### config.mk
export PLATFORM = sky130hd
export DESIGN_NAME = lisp_token_scanner
export DESIGN_NICKNAME = d
export VERILOG_FILES = /design/src/lts_pkg.sv /design/src/lisp_token_scanner.sv /design/src/lts_decode.sv /design/src/lts_burst.sv
export VERILOG_INCLUDE_DIRS = /design/src /design/src/src
export SDC_FILE = /design/constraint.sdc
export NUM_CORES = 1
export LEC_CHECK = 0
export BUFFER_PORTS_ARGS = -buffer_cell sky130_fd_sc_hd__buf_2
export CAP_MARGIN = 20
export CORE_MARGIN = 10
export CORE_UTILIZATION = 45
export CTS_CLUSTER_SIZE = 10
export DETAILED_ROUTE_END_ITERATION = 8
export GPL_TIMING_DRIVEN = 1
export PLACE_DENSITY = 0.72
export SKIP_CTS_REPAIR_TIMING = 1
export SLEW_MARGIN = 0
export SYNTH_ARGS = -nofsm -noshare
export SYNTH_HDL_FRONTEND = slang
export SYNTH_SLANG_ARGS = --single-unit
### constraint.sdc
create_clock -name clk -period 27.9 [get_ports clk]
set_clock_uncertainty 0.05 [all_clocks]
set_input_delay 4.185 -clock clk [delete_from_list [all_inputs] [get_ports clk]]
set_output_delay 4.185 -clock clk [all_outputs]
set_load 0.02 [all_outputs]
### src/lisp_token_scanner_assert.svh
// Assertion macros for the token scanner. Each use samples on clk and is
// disabled while rst_n is low.
`ifndef LISP_TOKEN_SCANNER_ASSERT_SVH
`define LISP_TOKEN_SCANNER_ASSERT_SVH

// The consequent must hold in the same cycle as the antecedent.
`define LTS_ASSERT_SAME(lbl, ante, cons, msg) \
    lbl: assert property (@(posedge clk) disable iff (!rst_n) (ante) |-> (cons)) \
        else $error(msg);

// The consequent must hold in the cycle after the antecedent.
`define LTS_ASSERT_NEXT(lbl, ante, cons, msg) \
    lbl: assert property (@(posedge clk) disable iff (!rst_n) (ante) |=> (cons)) \
        else $error(msg);

`endif

### src/lts_pkg.sv
`default_nettype none

package lts_pkg;

    typedef enum logic [1:0] {
        MODE_NORMAL  = 2'd0,
        MODE_COMMENT = 2'd1,
        MODE_STRING  = 2'd2,
        MODE_SYMBOL  = 2'd3
    } mode_t;

    typedef enum logic [1:0] {
        KIND_BYTE = 2'd0,
        KIND_END  = 2'd1,
        KIND_OK   = 2'd2,
        KIND_ERR  = 2'd3
    } kind_t;

    localparam int MAX_RESULTS = 4;

    localparam logic [7:0] CHAR_SEMI  = 8'h3B;
    localparam logic [7:0] CHAR_QUOTE = 8'h22;
    localparam logic [7:0] CHAR_LF    = 8'h0A;

    localparam logic [7:0] DELIMS [8] = '{8'h5B, 8'h5D, 8'h28, 8'h29,
                                          8'h7B, 8'h7D, 8'h2E, 8'h27};

    typedef struct packed {
        kind_t       kind;
        logic [7:0]  char_out;
        logic [15:0] token_count;
        logic        last;
    } result_t;

    // All results caused by one input byte, lowest slot first.
    typedef struct packed {
        logic [2:0]                    count;
        result_t [MAX_RESULTS-1:0]     slot;
    } burst_t;

    function automatic logic is_blank(input logic [7:0] c);
        return (c == 8'h20) || (c >= 8'h09 && c <= 8'h0D) || (c == 8'h00);
    endfunction

    function automatic logic is_delim(input logic [7:0] c);
        logic hit;
        hit = 1'b0;
        for (int i = 0; i < 8; i++) begin
            if (c == DELIMS[i]) begin
                hit = 1'b1;
            end
        end
        return hit;
    endfunction

    function automatic result_t make_result(input kind_t k, input logic [7:0] ch,
                                            input logic [15:0] cnt);
        result_t r;
        r.kind        = k;
        r.char_out    = ch;
        r.token_count = cnt;
        r.last        = 1'b0;
        return r;
    endfunction

endpackage

`default_nettype wire

### src/lisp_token_scanner.sv
// Streaming Lisp token scanner.
// Source bytes arrive on the slave channel: s_tdata carries the byte and
// s_tlast marks the final byte of a buffer. Results leave on the master
// channel, one transfer each: a token byte, a token end, or, after the final
// byte, a done item whose tuser tells a clean end from an unmatched quote.
// m_tlast marks the last result caused by one source byte.
// A byte is held in an input register, decoded combinationally into its burst
// of zero to four results, and sent one result per cycle from the output
// buffer while the receiver is ready. The first result of a byte is valid
// once the byte moves from the input register into the output buffer, which
// waits for an earlier burst to drain. One byte per cycle is sustained while
// each byte yields at most one result and the receiver is ready; a byte with
// more holds the buffer until its last result is taken. A byte with no result
// never waits on the output side. While the receiver stalls, the current
// result holds and the input register fills, after which s_tready drops.
// Reset empties both registers and sets normal mode with a zero token count.
// The final byte of a buffer also returns the mode and count to that state.
`default_nettype none
`include "lisp_token_scanner_assert.svh"

module lisp_token_scanner #(
    parameter int COUNT_BITS = 16
) (
    input  logic        clk,
    input  logic        rst_n,
    input  logic        s_tvalid,
    output logic        s_tready,
    input  logic [7:0]  s_tdata,   // char_in[7:0]
    input  logic        s_tlast,
    output logic        m_tvalid,
    input  logic        m_tready,
    output logic [23:0] m_tdata,   // char_out[7:0], token_count[23:8]
    output logic [1:0]  m_tuser,   // kind[1:0]
    output logic        m_tlast
);
    import lts_pkg::*;

    mode_t                 mode_reg;
    logic [COUNT_BITS-1:0] count_reg;
    logic                  in_valid_reg;
    logic [7:0]            in_char_reg;
    logic                  in_eot_reg;

    mode_t                 mode_next;
    logic [COUNT_BITS-1:0] count_next;
    burst_t                burst;
    logic                  can_load;
    logic                  consume;
    logic                  load;

    lts_decode #(
        .COUNT_BITS (COUNT_BITS)
    ) u_decode (
        .mode_in     (mode_reg),
        .count_in    (count_reg),
        .char_in     (in_char_reg),
        .end_of_text (in_eot_reg),
        .mode_out    (mode_next),
        .count_out   (count_next),
        .burst       (burst)
    );

    lts_burst u_burst (
        .clk        (clk),
        .rst_n      (rst_n),
        .load       (load),
        .load_burst (burst),
        .can_load   (can_load),
        .m_tvalid   (m_tvalid),
        .m_tready   (m_tready),
        .m_tdata    (m_tdata),
        .m_tuser    (m_tuser),
        .m_tlast    (m_tlast)
    );

    // A byte with no results leaves the input register without the buffer.
    assign consume  = in_valid_reg && ((burst.count == 3'd0) || can_load);
    assign load     = in_valid_reg && (burst.count != 3'd0) && can_load;
    assign s_tready = !in_valid_reg || consume;

    always_ff @(posedge clk or negedge rst_n)
    begin
        if (!rst_n) begin
            in_valid_reg <= 1'b0;
            mode_reg     <= MODE_NORMAL;
            count_reg    <= '0;
        end else begin
            if (s_tready) begin
                in_valid_reg <= s_tvalid;
            end
            if (consume) begin
                mode_reg  <= mode_next;
                count_reg <= count_next;
            end
        end
    end

    always_ff @(posedge clk)
    begin
        if (s_tvalid && s_tready) begin
            in_char_reg <= s_tdata;
            in_eot_reg  <= s_tlast;
        end
    end

    `LTS_ASSERT_SAME(a_done_is_last,
        m_tvalid && (m_tuser == KIND_OK || m_tuser == KIND_ERR || m_tuser == KIND_END),
        m_tdata[7:0] == 8'h00 && (m_tuser == KIND_END || m_tlast),
        "done and token end items must carry no byte, and done must be last")
    `LTS_ASSERT_NEXT(a_fresh_after_end,
        consume && in_eot_reg,
        mode_reg == MODE_NORMAL && count_reg == '0,
        "scanner state must restart after the final byte of a buffer")

endmodule

`default_nettype wire

### src/lts_decode.sv
`default_nettype none

module lts_decode #(
    parameter int COUNT_BITS = 16
) (
    input  lts_pkg::mode_t         mode_in,
    input  logic [COUNT_BITS-1:0]  count_in,
    input  logic [7:0]             char_in,
    input  logic                   end_of_text,
    output lts_pkg::mode_t         mode_out,
    output logic [COUNT_BITS-1:0]  count_out,
    output lts_pkg::burst_t        burst
);
    import lts_pkg::*;

    localparam logic [COUNT_BITS-1:0] COUNT_MAX = '1;
    localparam logic [COUNT_BITS-1:0] COUNT_ONE = COUNT_BITS'(1);

    always_comb
    begin
        mode_t                 mode;
        logic [COUNT_BITS-1:0] cnt;
        logic [2:0]            n;
        logic                  do_normal;
        kind_t                 fin;
        burst_t                b;

        mode      = mode_in;
        cnt       = count_in;
        n         = 3'd0;
        do_normal = 1'b0;
        fin       = KIND_OK;
        b         = '0;

        unique case (mode)
            MODE_COMMENT:
            begin
                if (char_in == CHAR_LF) begin
                    mode = MODE_NORMAL;
                end
            end
            MODE_STRING:
            begin
                b.slot[n[1:0]] = make_result(KIND_BYTE, char_in, 16'(cnt));
                n = n + 3'd1;
                if (char_in == CHAR_QUOTE) begin
                    cnt = (cnt == COUNT_MAX) ? cnt : cnt + COUNT_ONE;
                    b.slot[n[1:0]] = make_result(KIND_END, 8'h00, 16'(cnt));
                    n = n + 3'd1;
                    mode = MODE_NORMAL;
                end
            end
            MODE_SYMBOL:
            begin
                if (is_blank(char_in) || is_delim(char_in) ||
                    char_in == CHAR_SEMI || char_in == CHAR_QUOTE) begin
                    cnt = (cnt == COUNT_MAX) ? cnt : cnt + COUNT_ONE;
                    b.slot[n[1:0]] = make_result(KIND_END, 8'h00, 16'(cnt));
                    n = n + 3'd1;
                    mode = MODE_NORMAL;
                    do_normal = 1'b1;
                end else begin
                    b.slot[n[1:0]] = make_result(KIND_BYTE, char_in, 16'(cnt));
                    n = n + 3'd1;
                end
            end
            default:
            begin
                do_normal = 1'b1;
            end
        endcase

        // A byte in normal mode, or one that closes a symbol, is handled here as in normal mode.
        if (do_normal && !is_blank(char_in)) begin
            if (char_in == CHAR_SEMI) begin
                mode = MODE_COMMENT;
            end else if (is_delim(char_in)) begin
                b.slot[n[1:0]] = make_result(KIND_BYTE, char_in, 16'(cnt));
                n = n + 3'd1;
                cnt = (cnt == COUNT_MAX) ? cnt : cnt + COUNT_ONE;
                b.slot[n[1:0]] = make_result(KIND_END, 8'h00, 16'(cnt));
                n = n + 3'd1;
            end else if (char_in == CHAR_QUOTE) begin
                b.slot[n[1:0]] = make_result(KIND_BYTE, char_in, 16'(cnt));
                n = n + 3'd1;
                mode = MODE_STRING;
            end else begin
                b.slot[n[1:0]] = make_result(KIND_BYTE, char_in, 16'(cnt));
                n = n + 3'd1;
                mode = MODE_SYMBOL;
            end
        end

        if (end_of_text) begin
            if (mode == MODE_SYMBOL) begin
                cnt = (cnt == COUNT_MAX) ? cnt : cnt + COUNT_ONE;
                b.slot[n[1:0]] = make_result(KIND_END, 8'h00, 16'(cnt));
                n = n + 3'd1;
            end else if (mode == MODE_STRING) begin
                fin = KIND_ERR;
            end
            b.slot[n[1:0]] = make_result(fin, 8'h00, 16'(cnt));
            n = n + 3'd1;
            mode = MODE_NORMAL;
            cnt = '0;
        end

        if (n != 3'd0) begin
            b.slot[2'(n - 3'd1)].last = 1'b1;
        end
        b.count = n;

        mode_out  = mode;
        count_out = cnt;
        burst     = b;
    end

endmodule

`default_nettype wire

### src/lts_burst.sv
`default_nettype none

module lts_burst (
    input  logic            clk,
    input  logic            rst_n,
    input  logic            load,
    input  lts_pkg::burst_t load_burst,
    output logic            can_load,
    output logic            m_tvalid,
    input  logic            m_tready,
    output logic [23:0]     m_tdata,   // char_out[7:0], token_count[23:8]
    output logic [1:0]      m_tuser,   // kind[1:0]
    output logic            m_tlast
);
    import lts_pkg::*;

    burst_t     burst_reg;
    logic [1:0] idx_reg;
    logic       busy_reg;
    result_t    cur;
    logic       fire;
    logic       final_slot;

    assign cur        = burst_reg.slot[idx_reg];
    assign fire       = busy_reg && m_tready;
    assign final_slot = ({1'b0, idx_reg} + 3'd1) == burst_reg.count;
    assign can_load   = !busy_reg || (fire && final_slot);

    assign m_tvalid = busy_reg;
    assign m_tdata  = {cur.token_count, cur.char_out};
    assign m_tuser  = cur.kind;
    assign m_tlast  = cur.last;

    always_ff @(posedge clk or negedge rst_n)
    begin
        if (!rst_n) begin
            busy_reg <= 1'b0;
            idx_reg  <= 2'd0;
        end else if (load) begin
            busy_reg <= 1'b1;
            idx_reg  <= 2'd0;
        end else if (fire && final_slot) begin
            busy_reg <= 1'b0;
        end else if (fire) begin
            idx_reg <= idx_reg + 2'd1;
        end
    end

    always_ff @(posedge clk)
    begin
        if (load) begin
            burst_reg <= load_burst;
        end
    end

endmodule

`default_nettype wire

==> results of run 1 <==
==> placed cells by master, fill, tap and decap left out, drive strengths merged, types with 18 or more instances in the layout <==
cell    instances
edfxtp        120
a21oi         103
nor3           37
dfrtp          22
a211oi         18
buf            72
mux4           27
nand2         133
o31ai          26
nor2           97
and3           38
o21ai         103
inv            35
nand3          45
xnor2          35
o211ai         19
clkbuf         19
==> routing by layer <==
layer	vias up	track usage [%]	part of all wire, %
li1	4780	-	-
met4	2	14.9	6.5
met1	5252	34.6	38
met2	923	38.6	42
met3	193	6.14	14
met5	-	0	0.017
==> area by class of cell <==
cell class | instances | area [µm²]
tap | 324 | 405
timing repair buffer | 74 | 448
clock inverter | 15 | 178
clock buffer | 17 | 425
inverter | 30 | 113
sequential | 142 | 4160
multi-input combinational | 983 | 6550
fill | 2209 | 12100
==> how the worst min path moves through the flow <==
stage | endpoint | slack (ns) | depth (start not counted)
after floorplan | u_burst.m_tvalid | 0.45 | 2
after global placement | mode_reg[1] | 0.50 | 2
after detailed placement | mode_reg[1] | 0.51 | 2
after CTS | mode_reg[1] | 0.52 | 2
after global routing | mode_reg[1] | 0.57 | 2
final | mode_reg[1] | 0.53 | 2
==> cells in the mapped netlist (all sizes together) (14+ instances only) <==
cell / instances
mux4: 27
a21oi: 103
ha: 16
buf: 23
edfxtp: 120
xor2: 16
dfrtp: 22
clkbuf: 76
inv: 27
o21ai: 103
nor4: 15
nor3: 37
o211ai: 19
and3: 38
nand3: 45
nand2: 133
o31ai: 26
nor2: 97
nand4: 15
a31oi: 14
a211oi: 18
xnor2: 35
==> metrics by stage <==
step                      worst slack [ns]  std cells  instance area (µm²)  power, mW  hold WS (ns)
after detailed placement             16.79       1551                11700       1.44         0.509
after global routing                 15.62       1585                12300       1.79         0.570
after global placement               17.18       1550                11600       1.42         0.505
after floorplan                      17.54       1254                11200       1.10         0.453
after CTS                            16.31       1583                12300       1.68         0.520
final                                16.04       1585                12300       1.73         0.527
==> kinds of logic (layout without fill, tap and decap cells) <==
| logic type | count (synthesis) | count (layout) | share of synthesized area [%] |
|---|---|---|---|
| compound gates | 411 | 411 | 24.9 |
| xor+xnor | 51 | 51 | 3.99 |
| fa+ha+maj | 16 | 16 | 1.79 |
| buf+inv | 129 | 136 | 4.83 |
| flops | 142 | 142 | 37.1 |
| mux | 47 | 47 | 7.32 |
| other cells | 1 | 12 | 0.0335 |
| simple gates | 446 | 446 | 20.0 |
==> worst max-delay path, delay by kind of cell, from the launching register on <==
kind	cells	cell delay [ns]
adders and majority gates	2	0.62
buffers and inverters	4	0.75
AOI/OAI and AO/OA	6	1.82
DFF	1	0.45
and+or+nand+nor	10	3.51
==> power by group <==
part | switching [mW] | internal (mW) | total [mW]
clock network | 0.105 | 0.135 | 0.240
registers | 0.0356 | 0.383 | 0.418
logic | 0.771 | 0.297 | 1.07
==> impl_metrics.yaml, run 1 <==
yosys:
  synth-seq-cells: 142
  yosys_most_used_dff: "edfxtp_1"
  synth_area_um2: 11200
  synth_area_leader_cell: "edfxtp_1"
  synthTopCellsByArea: "edfxtp_1 (32%), mux4_2 (5.4%), dfrtp_1 (4.9%)"
  ys_warn_count: 0
  synth.distinct_cells: 99
  syn_inst: 1243
  synth_top_area_share_pct: 32.2
  seq_area_frac_synth_pct: 37.1
  avgSynthCellArea_um2: 9.00
  synth-edff-count: 120
  synthArstFlopShare_pct: 15.5
worst_hold_path:
  min_from: "mode_reg[1]"
  hp-class: "flip-flop to flip-flop"
die:
  io-pin-count: 42
  rows: 57
  design.die.area_um2: 31600
  coreArea_um2: 24400
  chipHeight_um: 178
  start_util_pct: 45.9
  fp.dieW_um: 178
clock_network:
  clock_path_buffers: 2
  root_buffer: "clkbuf_16"
  clk_pin_slew_ns: 0.07
  clock_latency_ns: 0.45
  htree_levels: 4
  cts_tree: "built"
  cts_sinks: 142
  cts_buffers: 17
placement:
  hpwl_um: 29800
  io_buffers: 41
  gp_congestion: 1.07
setup_path:
  cp-end-kind: "primary output"
  r2r-end: "u_burst.burst_reg[83]"
  crit_required_ns: 23.66
  startpoint: "in_char_reg[4]"
  crit_path_top_delay_cell: "nor3_1"
  r2r_slack_ns: 18.32
  crit_chain: "or3_4 > or2_2 > o21a_1 > a311oi_1 > nand2_1 > nor3_1 > a21oi_1 > o21ai_0 > inv_1 > ha_1 > nand2_1 > o21ai_0 > ha_1 > nand2_1 > inv_1 > or3_1 > o21ai_0 > nor3_1 > nand2b_1 > nor2_1 > inv_1 > buf_2"
  critPathCapture: "s_tready"
  path_max_fanout: 20
  arrival_ns: 7.63
  rr_worst_depth: 23
  cp_slowest_stage_delay_ns: 0.70
  path_class: "flip-flop to primary output"
  cp-start-kind: "flip-flop"
  r2r-start: "in_char_reg[2]"
status:
  status: "finished, final reports clean"
sta:
  fin_crit_sh_pct: 42.5
  final-setup-viol-count: 0
  rsz0062_at_grt: "no"
  fmax_mhz: 84.3
  tightest_slew_ns: 1.31
  slew_headroom_pct: 12.8
  slew_violations: 0
  hold_viol: 0
  fin_setup_tns_ns: 0
  fin_crit_ns: 11.86
pwr:
  p_leak_nw: 4.19
  vdd_ir_drop_max_mv: 0.128
  powerDensity_nw_per_um2: 141
cells_and_area:
  area_growth_pct: 9.70
  fin_util_pct: 50.3
  largest_reg_flops: 111
  final_nets: 1277
  drive_gt1_share_pct: 14.9
  antennaDiodeCount: 0
routing:
  first_pass_iters: 6
  wire_per_inst_um: 26.4
  ant_nets: 0
  num_vias: 11200
  drt_iter0_markers: 2023
  vias_per_cell: 7.03
  routed_wirelength_um: 41900
  drc: 0
global_route:
  grt_use_total_pct: 26.1
  antenna_found_initial: 1
  overflow: 0
  grt_pass1_vias: 10300
  grt_max_degree: 60
  grt_pass1_wl_um: 63200
job:
  drv_cap: 0
Note: power is estimated with default switching activity, not from simulation.
==> run 2: changes to the inputs <==
==> constraint.sdc (replaced) <==
create_clock -name clk -period 11.16 [get_ports clk]
set_clock_uncertainty 0.05 [all_clocks]
set_input_delay 1.674 -clock clk [delete_from_list [all_inputs] [get_ports clk]]
set_output_delay 1.674 -clock clk [all_outputs]
set_load 0.02 [all_outputs]
==> run 2 against run 1 <==
Net effect: via count decreased by 0.39%; critical path depth increased by 1; sequential power increased by 150%; register-to-register slack got worse by 16 ns; non-clock buffer count increased by 1; sequential cell count unchanged; total power increased to 2.6 times the previous value; global-route usage about the same; clock-buffer cell count unchanged; die area unchanged; clock power increased to 2.6 times the previous value; critical path type unchanged.
==> impl_metrics.yaml, run 2 (synthesized netlist as in run 1, its figures left out) <==
status:
  status: "finished, final reports clean"
sta:
  fin_setup_tns_ns: 0
  hold_viol: 0
  fin_crit_sh_pct: 90.1
  fmax_mhz: 99.4
  tightest_slew_ns: 1.13
  hold_ws_ns: 0.528
  rsz0062_at_grt: "no"
  slew_violations: 0
  slew_headroom_pct: 24.3
  fin_crit_ns: 10.06
  final-setup-viol-count: 0
setup_path:
  cp-start-kind: "flip-flop"
  arrival_ns: 8.34
  path_class: "flip-flop to primary output"
  crit_chain: "or3_4 > or2_2 > o21a_1 > a311oi_1 > nand2_1 > buf_4 > nor3_1 > a21oi_1 > o21ai_0 > inv_1 > ha_1 > nand2_1 > o21ai_0 > ha_1 > nand2_1 > inv_1 > or3_1 > o21ai_0 > nor3_1 > nand2b_1 > nor2_1 > inv_1 > buf_2"
  path_max_fanout: 20
  cp_slowest_stage_delay_ns: 0.92
  crit_path_top_delay_cell: "nor3_1"
  cp-end-kind: "primary output"
  crit_required_ns: 9.44
placement:
  hpwl_um: 30400
  io_buffers: 41
  place_area_um2: 11700
  gp_congestion: 1.07
cells_and_area:
  stdcell_area_um2: 12300
  antennaDiodeCount: 0
  fillCellCount: 2236
  drive_gt1_share_pct: 15.0
  mostFrequentLayoutCells: "nand2_1 (131), edfxtp_1 (120), a21oi_1 (98)"
  largest_reg_flops: 111
  area_growth_pct: 9.91
  final_nets: 1278
  final_common_cell: "nand2_1"
  fin_util_pct: 50.4
job:
  drv_cap: 0
routing:
  wire_per_inst_um: 26.6
  first_pass_iters: 7
  num_vias: 11100
  drt_iter0_markers: 2017
  vias_per_cell: 7.00
  ant_nets: 0
  drc: 0
  routed_wirelength_um: 42100
global_route:
  grt_pass1_vias: 10200
  grt_pass1_wl_um: 63200
  antenna_found_initial: 0
  overflow: 0
  grt_use_total_pct: 26.2
  grt_max_degree: 60
worst_hold_path:
  hp-class: "flip-flop to flip-flop"
clock_network:
  cts_buffers: 17
  clk_pin_slew_ns: 0.08
  root_buffer: "clkbuf_16"
  htree_levels: 4
  clock_path_buffers: 2
  cts_sinks: 142
  clock_latency_ns: 0.44
  cts_tree: "built"
die:
  chipHeight_um: 178
  design.die.area_um2: 31600
  start_util_pct: 45.9
  rows: 57
  io-pin-count: 42
  coreArea_um2: 24400
  fp.dieW_um: 178
pwr:
  p_leak_nw: 4.20
  vdd_ir_drop_max_mv: 0.392
  powerDensity_nw_per_um2: 358
-- run 2: power by group --
group | switching, mW | internal [mW]
registers | 0.0851 | 0.956
logic | 1.98 | 0.759
clock network | 0.281 | 0.343
total | 2.35 | 2.06
-- run 2: worst max-delay path: cells and delay by family (launching register included) --
kind | cells | cell delay [ns]
adder cells (fa/ha/maj) | 2 | 0.61
buffers and inverters | 5 | 1.41
flip-flops | 1 | 0.45
AND/OR/NAND/NOR | 10 | 3.28
AO/OA/AOI/OAI | 6 | 2.12
-- run 2: through the flow --
step                      worst slack [ns]  total power, mW  instances
after floorplan                      0.803             2.75       1254
after global placement                1.89             3.66       1553
after detailed placement              1.90             3.69       1553
after CTS                             1.41             4.31       1585
after global routing                 0.793             4.58       1586
final                                 1.10             4.40       1586
-- run 2: routing by layer --
layer  share of wire (%)  vias up  GRT usage [%]  wire [µm]
li1                    -     4777              -          -
met4                 7.0        0           15.5       2950
met1                  37     5280           33.2      15800
met3                  12      196           6.40       5090
met5                   0        -              0          0
met2                  44      853           39.8      18300
-- run 2: final timing paths --
| kind | start | to | slack (ns) | cells past startpoint |
|---|---|---|---|---|
| setup / recovery | in_char_reg[6] | s_tready | 1.10 | 23 |
| hold / removal | mode_reg[0] | mode_reg[0] | 0.53 | 2 |
| setup reg to reg | in_char_reg[6] | u_burst.burst_reg[93] | 1.96 | 23 |
| hold reg to reg | mode_reg[0] | mode_reg[0] | 0.53 | 2 |
| max in group asynchronous | rst_n | u_burst.idx_reg[0] | 9.32 | 1 |
| min in group asynchronous | rst_n | mode_reg[0] | 1.24 | 1 |
-- run 2: area by class of cell --
cell class / count / area, µm² / share of cell area (%)
multi-input cells: 983 / 6550 / 53.2
flip-flops and latches: 142 / 4160 / 33.8
inverters: 30 / 113 / 0.916
well taps: 324 / 405 / 3.30
clock inverters: 15 / 189 / 1.54
repair buffers: 75 / 460 / 3.75
clock buffers: 17 / 425 / 3.46
==> run 3: changes to the inputs <==
--- a/config.mk
+++ b/config.mk
@@ -14,6 +14,7 @@
 export DETAILED_ROUTE_END_ITERATION = 8
 export GPL_TIMING_DRIVEN = 1
 export PLACE_DENSITY = 0.72
+export RECOVER_POWER = 50
 export SKIP_CTS_REPAIR_TIMING = 1
 export SLEW_MARGIN = 0
 export SYNTH_ARGS = -nofsm -noshare
==> run 3 against run 2 <==
Net effect: the run now ends with design-rule violations, max-capacitance violations, max-slew violations left; total power is 0.85% lower; clock power hardly changed; sequential share of layout area grew 0.31 points; largest power group unchanged; first-iteration DRC count decreased by 1.9%; cell count did not move.
==> impl_metrics.yaml, run 3 (synthesized netlist as in run 1, its figures left out) <==
routing:
  first_pass_iters: 9
  drt_iter0_markers: 1979
  vias_per_cell: 6.99
  ant_nets: 0
  num_vias: 11100
  wire_per_inst_um: 26.6
  routed_wirelength_um: 42200
  drc: 1
cells_and_area:
  drive_gt1_share_pct: 11.2
  fillCellCount: 2262
  largest_reg_flops: 111
  final_common_cell: "nand2_1"
  mostFrequentLayoutCells: "nand2_1 (133), edfxtp_1 (120), a21oi_1 (98)"
  area_growth_pct: 8.93
  fin_util_pct: 49.9
  final_nets: 1278
  antennaDiodeCount: 0
sta:
  fin_crit_sh_pct: 92.0
  fin_crit_ns: 10.27
  fin_setup_tns_ns: 0
  fmax_mhz: 97.4
  rsz0062_at_grt: "no"
  final-setup-viol-count: 0
  hold_viol: 0
  slew_headroom_pct: -73.4
  slew_violations: 92
  tightest_slew_ns: 2.60
setup_path:
  r2r-start: "in_char_reg[2]"
  rr_worst_depth: 23
  path_max_fanout: 20
  crit_required_ns: 9.44
  arrival_ns: 8.54
  cp-start-kind: "flip-flop"
  startpoint: "in_char_reg[4]"
  path_class: "flip-flop to primary output"
  cp-end-kind: "primary output"
die:
  chipHeight_um: 178
  design.die.area_um2: 31600
  start_util_pct: 45.9
  io-pin-count: 42
  rows: 57
  fp.dieW_um: 178
  coreArea_um2: 24400
global_route:
  use_met2_pct: 39.8
  use_met1_pct: 33.2
  grt_pass1_vias: 10200
  grt_pass1_wl_um: 63200
  top_usage_layer: "met2"
  met3_usage_pct: 6.40
  grt_max_degree: 60
  antenna_found_initial: 0
  overflow: 0
  grt_use_total_pct: 26.2
clock_network:
  root_buffer: "clkbuf_16"
  clock_latency_ns: 0.45
  clk_pin_slew_ns: 0.08
  htree_levels: 4
  clock_path_buffers: 2
  cts_buffers: 17
  cts_tree: "built"
  cts_sinks: 142
worst_hold_path:
  hold_depth: 2
  min_from: "mode_reg[0]"
  hp-class: "flip-flop to flip-flop"
pwr:
  vdd_ir_drop_max_mv: 0.361
  powerDensity_nw_per_um2: 358
  p_leak_nw: 4.08
job:
  drv_cap: 3
placement:
  gp_congestion: 1.07
  hpwl_um: 30400
  io_buffers: 41
status:
  failed_checks: "design-rule violations, max-capacitance violations, max-slew violations"
  status: "complete, but fails checks"
==> run 3: cell types whose count changed in the layout (fill, tap and decap cells not counted), moves of 3 or more <==
cell      previous run  this run
buf_2               41        10
buf_4               34        28
clkbuf_1             0        37
o21ai_0             87        90
o21ai_1             15        12
==> run 3: area by class of cell <==
| cell class | count | area (µm²) | share of cell area (%) |
|---|---|---|---|
| Tap cell | 324 | 405 | 3.33 |
| Sequential cell | 142 | 4160 | 34.1 |
| Multi-Input combinational cell | 983 | 6500 | 53.3 |
| Timing Repair Buffer | 75 | 399 | 3.28 |
| Inverter | 30 | 113 | 0.924 |
| Clock buffer | 17 | 425 | 3.49 |
| Clock inverter | 15 | 189 | 1.55 |
==> run 3: worst max-delay path, cell delays in order (launching register included) <==
cell and delay, ns:
edfxtp_1 0.44, or3_1 0.45, or2_2 0.30, o21a_1 0.40
a311oi_1 0.83, nand2_1 0.09, clkbuf_1 0.40, nor3_1 0.99
a21oi_1 0.07, o21ai_0 0.40, inv_1 0.17, ha_1 0.33
nand2_1 0.05, o21ai_0 0.16, ha_1 0.28, nand2_1 0.29
inv_1 0.77, or3_1 0.51, o21ai_0 0.23, nor3_1 0.34
nand2b_1 0.27, nor2_1 0.09, inv_1 0.07, buf_2 0.16
==> run 3: power breakdown <==
| part | internal [mW] | leakage, nW | switching, mW |
|---|---|---|---|
| sequential | 0.956 | 1.38 | 0.0832 |
| combinational | 0.715 | 2.39 | 1.99 |
| clock | 0.342 | 0.302 | 0.283 |
==> run 3: path summary, 6_finish.rpt <==
path                                         end  slack [ns]
max reg2reg                u_burst.burst_reg[83]        1.25
min reg2reg                          mode_reg[0]        0.53
min                                  mode_reg[0]        0.53
max in group asynchronous     u_burst.idx_reg[0]        8.34
max                                     s_tready        0.89
min in group asynchronous            mode_reg[0]        1.61
==> run 3: layer usage <==
metal | part of all wire, % | wire length [µm]
met5 | 0 | 0
met4 | 7.2 | 3040
met3 | 12 | 5120
met2 | 43 | 18200
met1 | 38 | 15900
==> run 3: per-stage QoR <==
stage | area (µm²) | total power, mW | std cells | worst slack (ns) | hold WS (ns)
floorplan | 11200 | 2.75 | 1254 | 0.803 | 0.453
CTS | 12300 | 4.31 | 1585 | 1.41 | 0.531
global route | 12200 | 4.54 | 1586 | 0.520 | 0.583
global placement | 11700 | 3.66 | 1553 | 1.89 | 0.493
detailed placement | 11700 | 3.69 | 1553 | 1.90 | 0.515
finish | 12200 | 4.37 | 1586 | 0.894 | 0.529
